$ cat src/hdl/dk2_pkg.sv
package dk2_pkg;

    // Default number of fraction bits of the fixed-point format.
    localparam int FRAC_BITS_DEF = 16;

    localparam int DATA_W  = 32;
    localparam int WARM_W  = 16;
    localparam int CFG_IDX_W = 2;

    typedef logic signed [DATA_W-1:0] coord_t;
    typedef logic [DATA_W-1:0] var_t;
    typedef logic [WARM_W-1:0] warm_cnt_t;
    typedef logic [CFG_IDX_W-1:0] cfg_idx_t;

    // Configuration register indexes.
    localparam cfg_idx_t REG_PROCESS_NOISE = 2'd0;
    localparam cfg_idx_t REG_MEASURE_NOISE = 2'd1;
    localparam cfg_idx_t REG_WARMUP_ITEMS  = 2'd2;

    // Reset values of the configuration registers.
    localparam var_t      PROCESS_NOISE_RST = 32'd655;
    localparam var_t      MEASURE_NOISE_RST = 32'd65536;
    localparam warm_cnt_t WARMUP_ITEMS_RST  = 16'd10;

    // Command from the sequencer to one axis lane.
    typedef struct packed {
        logic start;
        logic warm;
    } lane_ctrl_t;

    // Status from one axis lane back to the sequencer.
    typedef struct packed {
        logic done;
    } lane_stat_t;

endpackage

$ cat src/hdl/dk2_axis.sv
module dk2_axis #(
    parameter int FRAC_BITS = dk2_pkg::FRAC_BITS_DEF
) (
    input  logic                clk,
    input  logic                rst_n,
    input  dk2_pkg::lane_ctrl_t ctrl,
    output dk2_pkg::lane_stat_t stat,
    input  dk2_pkg::coord_t     u,
    input  dk2_pkg::coord_t     z,
    input  dk2_pkg::var_t       q,
    input  dk2_pkg::var_t       r,
    output dk2_pkg::coord_t     pred,
    output dk2_pkg::coord_t     est
);

    localparam int G_W   = FRAC_BITS + 1;
    localparam int CNT_W = $clog2(FRAC_BITS + 1);
    localparam int PE_W  = 34 + G_W;
    localparam int SX_W  = PE_W + 1;
    localparam int PP_W  = 32 + G_W;
    localparam int NP_W  = PP_W + 1;

    localparam logic [G_W-1:0]  ONE    = G_W'(1) << FRAC_BITS;
    localparam logic [PE_W-1:0] HALF_E = PE_W'(1) << (FRAC_BITS - 1);
    localparam logic [NP_W-1:0] HALF_P = NP_W'(1) << (FRAC_BITS - 1);

    typedef enum logic [6:0] {
        L_IDLE = 7'b0000001,
        L_PREP = 7'b0000010,
        L_DIV  = 7'b0000100,
        L_MULE = 7'b0001000,
        L_MULP = 7'b0010000,
        L_FIN  = 7'b0100000,
        L_DONE = 7'b1000000
    } lane_state_t;

    lane_state_t state_reg, state_next;

    dk2_pkg::coord_t est_reg, est_next;
    dk2_pkg::var_t   var_reg, var_next;
    dk2_pkg::coord_t pred_reg, pred_next;
    dk2_pkg::coord_t z_reg, z_next;
    dk2_pkg::var_t   pp_reg, pp_next;
    logic [32:0]     den_reg, den_next;
    logic [33:0]     rem_reg, rem_next;
    logic [G_W-1:0]  quo_reg, quo_next;
    logic [G_W-1:0]  gain_reg, gain_next;
    logic [CNT_W-1:0] cnt_reg, cnt_next;
    logic signed [32:0] err_reg, err_next;
    logic signed [PE_W-1:0] prod_e_reg, prod_e_next;
    logic [PP_W-1:0] prod_p_reg, prod_p_next;

    logic signed [32:0] pred_sum;
    logic [32:0]        pp_sum;
    logic [33:0]        shifted;
    logic               ge;
    logic [G_W-1:0]     gain_sel;
    logic signed [PE_W-1:0] corr;
    logic signed [SX_W-1:0] est_sum;
    logic [NP_W-1:0]    np_full;
    logic [NP_W-1:0]    np_shift;

    always_comb
    begin
        pred_sum = {est_reg[31], est_reg} + {u[31], u};
        pp_sum   = {1'b0, var_reg} + {1'b0, q};
        shifted  = (cnt_reg == '0) ? rem_reg : {rem_reg[32:0], 1'b0};
        ge       = shifted >= {1'b0, den_reg};
        gain_sel = (den_reg == '0) ? '0 : quo_reg;
        corr     = (prod_e_reg + $signed(HALF_E)) >>> FRAC_BITS;
        est_sum  = {corr[PE_W-1], corr} + SX_W'(pred_reg);
        np_full  = {1'b0, prod_p_reg} + HALF_P;
        np_shift = np_full >> FRAC_BITS;
    end

    always_comb
    begin
        state_next  = state_reg;
        est_next    = est_reg;
        var_next    = var_reg;
        pred_next   = pred_reg;
        z_next      = z_reg;
        pp_next     = pp_reg;
        den_next    = den_reg;
        rem_next    = rem_reg;
        quo_next    = quo_reg;
        gain_next   = gain_reg;
        cnt_next    = cnt_reg;
        err_next    = err_reg;
        prod_e_next = prod_e_reg;
        prod_p_next = prod_p_reg;
        unique case (state_reg)
            L_IDLE, L_DONE:
            begin
                if (ctrl.start)
                begin
                    if (ctrl.warm)
                    begin
                        est_next   = z;
                        pred_next  = z;
                        state_next = L_DONE;
                    end
                    else
                    begin
                        // Saturating predict of estimate and variance.
                        if (pred_sum[32] != pred_sum[31])
                        begin
                            pred_next = pred_sum[32] ? {1'b1, 31'd0} : {1'b0, {31{1'b1}}};
                        end
                        else
                        begin
                            pred_next = pred_sum[31:0];
                        end
                        pp_next    = pp_sum[32] ? '1 : pp_sum[31:0];
                        z_next     = z;
                        state_next = L_PREP;
                    end
                end
                else
                begin
                    state_next = state_reg;
                end
            end
            L_PREP:
            begin
                den_next   = {1'b0, pp_reg} + {1'b0, r};
                rem_next   = {2'b00, pp_reg};
                quo_next   = '0;
                cnt_next   = '0;
                err_next   = {z_reg[31], z_reg} - {pred_reg[31], pred_reg};
                state_next = L_DIV;
            end
            L_DIV:
            begin
                // One restoring step per cycle; the first step has no shift.
                rem_next = ge ? (shifted - {1'b0, den_reg}) : shifted;
                quo_next = {quo_reg[G_W-2:0], ge};
                cnt_next = cnt_reg + CNT_W'(1);
                if (cnt_reg == CNT_W'(FRAC_BITS))
                begin
                    state_next = L_MULE;
                end
            end
            L_MULE:
            begin
                gain_next   = gain_sel;
                prod_e_next = PE_W'(err_reg) * PE_W'($signed({1'b0, gain_sel}));
                state_next  = L_MULP;
            end
            L_MULP:
            begin
                prod_p_next = PP_W'(ONE - gain_reg) * PP_W'(pp_reg);
                if (est_sum[SX_W-1:31] != '0 && est_sum[SX_W-1:31] != '1)
                begin
                    est_next = est_sum[SX_W-1] ? {1'b1, 31'd0} : {1'b0, {31{1'b1}}};
                end
                else
                begin
                    est_next = est_sum[31:0];
                end
                state_next = L_FIN;
            end
            L_FIN:
            begin
                var_next   = (np_shift > NP_W'(pp_reg)) ? pp_reg : np_shift[31:0];
                state_next = L_DONE;
            end
            default:
            begin
                state_next = L_IDLE;
            end
        endcase
    end

    always_ff @(posedge clk or negedge rst_n)
    begin
        if (!rst_n)
        begin
            state_reg <= L_IDLE;
            est_reg   <= '0;
            var_reg   <= dk2_pkg::var_t'(1) << FRAC_BITS;
            cnt_reg   <= '0;
        end
        else
        begin
            state_reg <= state_next;
            est_reg   <= est_next;
            var_reg   <= var_next;
            cnt_reg   <= cnt_next;
        end
    end

    always_ff @(posedge clk)
    begin
        pred_reg   <= pred_next;
        z_reg      <= z_next;
        pp_reg     <= pp_next;
        den_reg    <= den_next;
        rem_reg    <= rem_next;
        quo_reg    <= quo_next;
        gain_reg   <= gain_next;
        err_reg    <= err_next;
        prod_e_reg <= prod_e_next;
        prod_p_reg <= prod_p_next;
    end

    assign stat.done = (state_reg == L_DONE);
    assign pred      = pred_reg;
    assign est       = est_reg;

endmodule

$ cat config.mk
export PLATFORM = sky130hd
export DESIGN_NAME = dk2_axis
export DESIGN_NICKNAME = d
export VERILOG_FILES = /design/src/hdl/dk2_pkg.sv /design/src/hdl/dk2_axis.sv
export SDC_FILE = /design/constraint.sdc
export NUM_CORES = 2
export LEC_CHECK = 0
export ABC_CLOCK_PERIOD_IN_PS = 9540
export BUFFER_PORTS_ARGS = -buffer_cell sky130_fd_sc_hd__buf_2
export CELL_PAD_IN_SITES_DETAIL_PLACEMENT = 2
export CELL_PAD_IN_SITES_GLOBAL_PLACEMENT = 2
export CORE_UTILIZATION = 40
export DETAILED_ROUTE_END_ITERATION = 8
export HOLD_SLACK_MARGIN = 0.02
export PLACE_DENSITY_LB_ADDON = 0.1
export SYNTH_ARGS = -nofsm -noshare
export SYNTH_HDL_FRONTEND = slang
export SYNTH_SLANG_ARGS = --single-unit
$ cat constraint.sdc
create_clock -name clk -period 9.54 [get_ports clk]
set_input_delay 0.477 -clock clk [delete_from_list [all_inputs] [get_ports clk]]
set_output_delay 0.477 -clock clk [all_outputs]
set_load 0.05 [all_outputs]
==> impl_metrics.csv <==
group,metric,value,unit
sta,timing.fmax,110.8,MHz
worst_setup_path,cp-startpoint,"den_reg[30]$_DFFE_PP_",
die,dieArea,0.1586,mm²
finish,drive_gt1_frac,0.07235,
clocking,clock_sinks,376,
sta,timing.final.ws_setup,511.6,ps
sta,tns,0,ps
placed_design,placed_cell_area,0.06635,mm²
synth,syn_area_per_cell,9.146,µm²
synth,syn_area,0.06281,mm²
hold_path,hold_class,"primary input to flip-flop",
synth,yosysWarnings,0,
sta,worst_pin_slew,1320,ps
worst_setup_path,cp.required,9910,ps
run_status,status,"finished, final reports clean",
worst_setup_path,cp.depth,27,
sta,finalHoldViolations,0,
clocking,clk_path_buf_depth,3,
sta,rsz0062_at_grt,"no",
worst_setup_path,reg2reg_to,"prod_e_reg[45]$_DFFE_PP_",
worst_setup_path,cp-start-kind,"flip-flop",
die,initial_utilization,0.4026,
sta,slew_viol_final,0,
worst_setup_path,crit_path_max_incr_delay,940,ps
synth,synth_top_area_cell,"fa_1",
worst_setup_path,crit_arrival,9400,ps
synth,synth-edff-count,300,
route,viasPerCell,5.397,
synth,ys_seq_area_frac,0.1737,
placed_design,place_hpwl,181900,µm
synth,syn_inst,6868,
worst_setup_path,endpoint_kind,"flip-flop",
clocking,h-tree-depth,2,
synth,synth_cell_types,84,
worst_setup_path,crit_top_cell,"fa_1",
route,drt_iter0_drc,2586,
route,drtPass1Iterations,5,
finish,design_area,0.06836,mm²
worst_setup_path,rr_startpoint,"den_reg[30]$_DFFE_PP_",
placed_design,portBuffers,196,
die,fp.dieH,398.3,µm
route,postRouteWirelength,222100,µm
hold_path,holdCritStartpoint,"z[18]",
die,core-area,0.1560,mm²
route,vias,48940,
worst_setup_path,rrSetupSlack,510,ps
global_route,grt_pass1_wl,343300,µm
job,maxCapViolations,0,
sta,skew,40.52,ps
sta,setup_violations,0,
clocking,clock-root-buffer,"clkbuf_16",
die,die_x,398.3,µm
route,wire_per_inst,24.49,µm
synth,synth_nets,8514,
synth,ys_ff_latch,376,
finish,nNetsFinal,8612,
sta,period_needed,9028,ps
sta,slew_headroom,0.1198,
worst_setup_path,crit_path_top_delay_cell,"nor2b_2",
global_route,antenna_found_initial,13,
finish,fillers,17080,
worst_setup_path,worst-path-buf-inv,5,
finish,area_growth,8.828,%
synth,ys.flop_type,"edfxtp_1",
global_route,grt_overflow_total,0,
placed_design,dp_worst_setup_slack,566.7,ps
clocking,cts_inserted_buffers,51,
synth,synth_top_area_frac,0.3248,
route,antenna_left,0,
die,rows,145,
synth,yosys-top-cells-area,"fa_1 32%, edfxtp_1 14%, ha_1 9.9%",
worst_setup_path,worstSetupPathType,"flip-flop to flip-flop",
worst_setup_path,rr_worst_depth,27,
route,drc,0,
finish,final_util,0.4381,
clocking,tritoncts,"yes",
synth,synth-async-reset-ratio,0.2021,
worst_setup_path,cp_max_fo,22,
global_route,grt_start_max_net_pins,68,
global_route,grt_use_total,0.2854,
sta,period_share,0.9464,
die,io_pins,197,
clocking,cts.reportedPaths.clkPinSlew,60,ps
placed_design,gp_congestion,0.8838,
clocking,clk_latency,670,ps
worst_setup_path,endpoint,"prod_e_reg[45]$_DFFE_PP_",
global_route,grt_pass1_vias,56190,
worst_setup_path,critical-path-top-delay-family,"adder cells",
finish,largest_register_ffs,36,
==> logic make-up (layout without fill, tap and decap cells) <==
family / after synthesis / in the layout / share of synthesized area
other: 0 / 2 / 0
buffers and inverters: 1665 / 1805 / 0.09988
AND/OR/NAND/NOR: 2011 / 2011 / 0.1516
multiplexers: 95 / 95 / 0.01580
adder cells (fa/ha/maj): 1514 / 1514 / 0.4234
AO/OA/AOI/OAI: 892 / 892 / 0.09169
XOR/XNOR: 315 / 315 / 0.04392
flip-flops: 376 / 376 / 0.1737
==> cell usage in the layout (no fill, tap or decap), drive strengths merged, types with 22 or more instances in the layout <==
| master | synthesis | layout |
|---|---|---|
| mux2i | 62 | 62 |
| a21o | 144 | 144 |
| o21ai | 227 | 227 |
| nor2b | 51 | 51 |
| ha | 495 | 495 |
| buf | 16 | 307 |
| nand4 | 48 | 48 |
| nor4 | 22 | 22 |
| edfxtp | 300 | 300 |
| o21bai | 34 | 34 |
| inv | 1377 | 1382 |
| a211oi | 32 | 32 |
| and2 | 364 | 364 |
| nand3 | 93 | 93 |
| nand2 | 969 | 969 |
| mux2 | 33 | 33 |
| o21a | 40 | 40 |
| dlygate4sd3 | 0 | 25 |
| a21oi | 228 | 228 |
| clkbuf | 271 | 73 |
| nand2b | 33 | 33 |
| fa | 1019 | 1019 |
| a31oi | 29 | 29 |
| nor2 | 217 | 217 |
| a2bb2oi | 30 | 30 |
| dfrtp | 74 | 74 |
| xor2 | 96 | 96 |
| nor3 | 62 | 62 |
| xnor2 | 219 | 219 |
| and3 | 55 | 55 |
| or3 | 41 | 41 |
==> Yosys cell counts, types with 74 or more instances <==
library cell and instances:
a21o_1 144, a21oi_1 227, and2_1 364, clkbuf_1 271
dfrtp_1 74, edfxtp_1 300, fa_1 1019, ha_1 495
inv_1 1377, nand2_1 968, nand3_1 93, nor2_1 217
o21ai_0 225, xnor2_1 219, xor2_1 96
==> cell type report <==
class / count / area [µm²] / area share
Clock buffer: 73 / 1521 / 0.02226
Sequential cell: 376 / 10910 / 0.1596
Multi-Input combinational cell: 4827 / 45850 / 0.6707
Clock inverter: 22 / 227.7 / 0.003331
Timing Repair Buffer: 332 / 2092 / 0.03060
Antenna cell: 2 / 5.005 / 0.00007321
Inverter: 1378 / 5174 / 0.07569
Tap cell: 2058 / 2575 / 0.03767
==> worst min path at each step <==
| stage | slack (ps) | cells after the start | endpoint |
|---|---|---|---|
| 6_report | 50 | 1 | z_reg[18]$_DFFE_PP_ |
| 2_1_floorplan | 180 | 0 | cnt_reg[0]$_DFFE_PN0P_ |
| 5_1_grt | 40 | 1 | z_reg[18]$_DFFE_PP_ |
| 3_3_place_gp | 470 | 2 | var_reg[11]$_DFFE_PN0P_ |
| 4_1_cts | 20 | 1 | z_reg[18]$_DFFE_PP_ |
| 3_5_place_dp | 480 | 2 | var_reg[28]$_DFFE_PN0P_ |
==> repair_timing <==
action | in CTS | in global routing
endpoints found under the setup margin | 0 | 0
hold buffers | 25 | 0
endpoints found under the hold margin | 56 | 0
resized for setup | 0 | 0
buffers inserted | 0 | 0
==> routing by layer <==
| metal | wire [µm] | vias to the layer above | track usage |
|---|---|---|---|
| li1 | - | 21800 | - |
| met1 | 103300 | 25980 | 0.4071 |
| met2 | 104700 | 929 | 0.4676 |
| met3 | 9580 | 217 | 0.03158 |
| met4 | 4423 | 4 | 0.05781 |
| met5 | 21 | - | 0 |
==> per-stage QoR <==
stage / cells / hold slack (ps)
3_3_place_gp: 8946 / 468.0
5_1_grt: 9066 / 43.97
6_report: 9068 / 52.86
4_1_cts: 9066 / 22.83
2_1_floorplan: 6868 / 181.4
3_5_place_dp: 8946 / 478.0
Power is left out: the tool's default activity adds up to more than one toggle a clock period on the data nets, which glitch-free logic cannot reach.
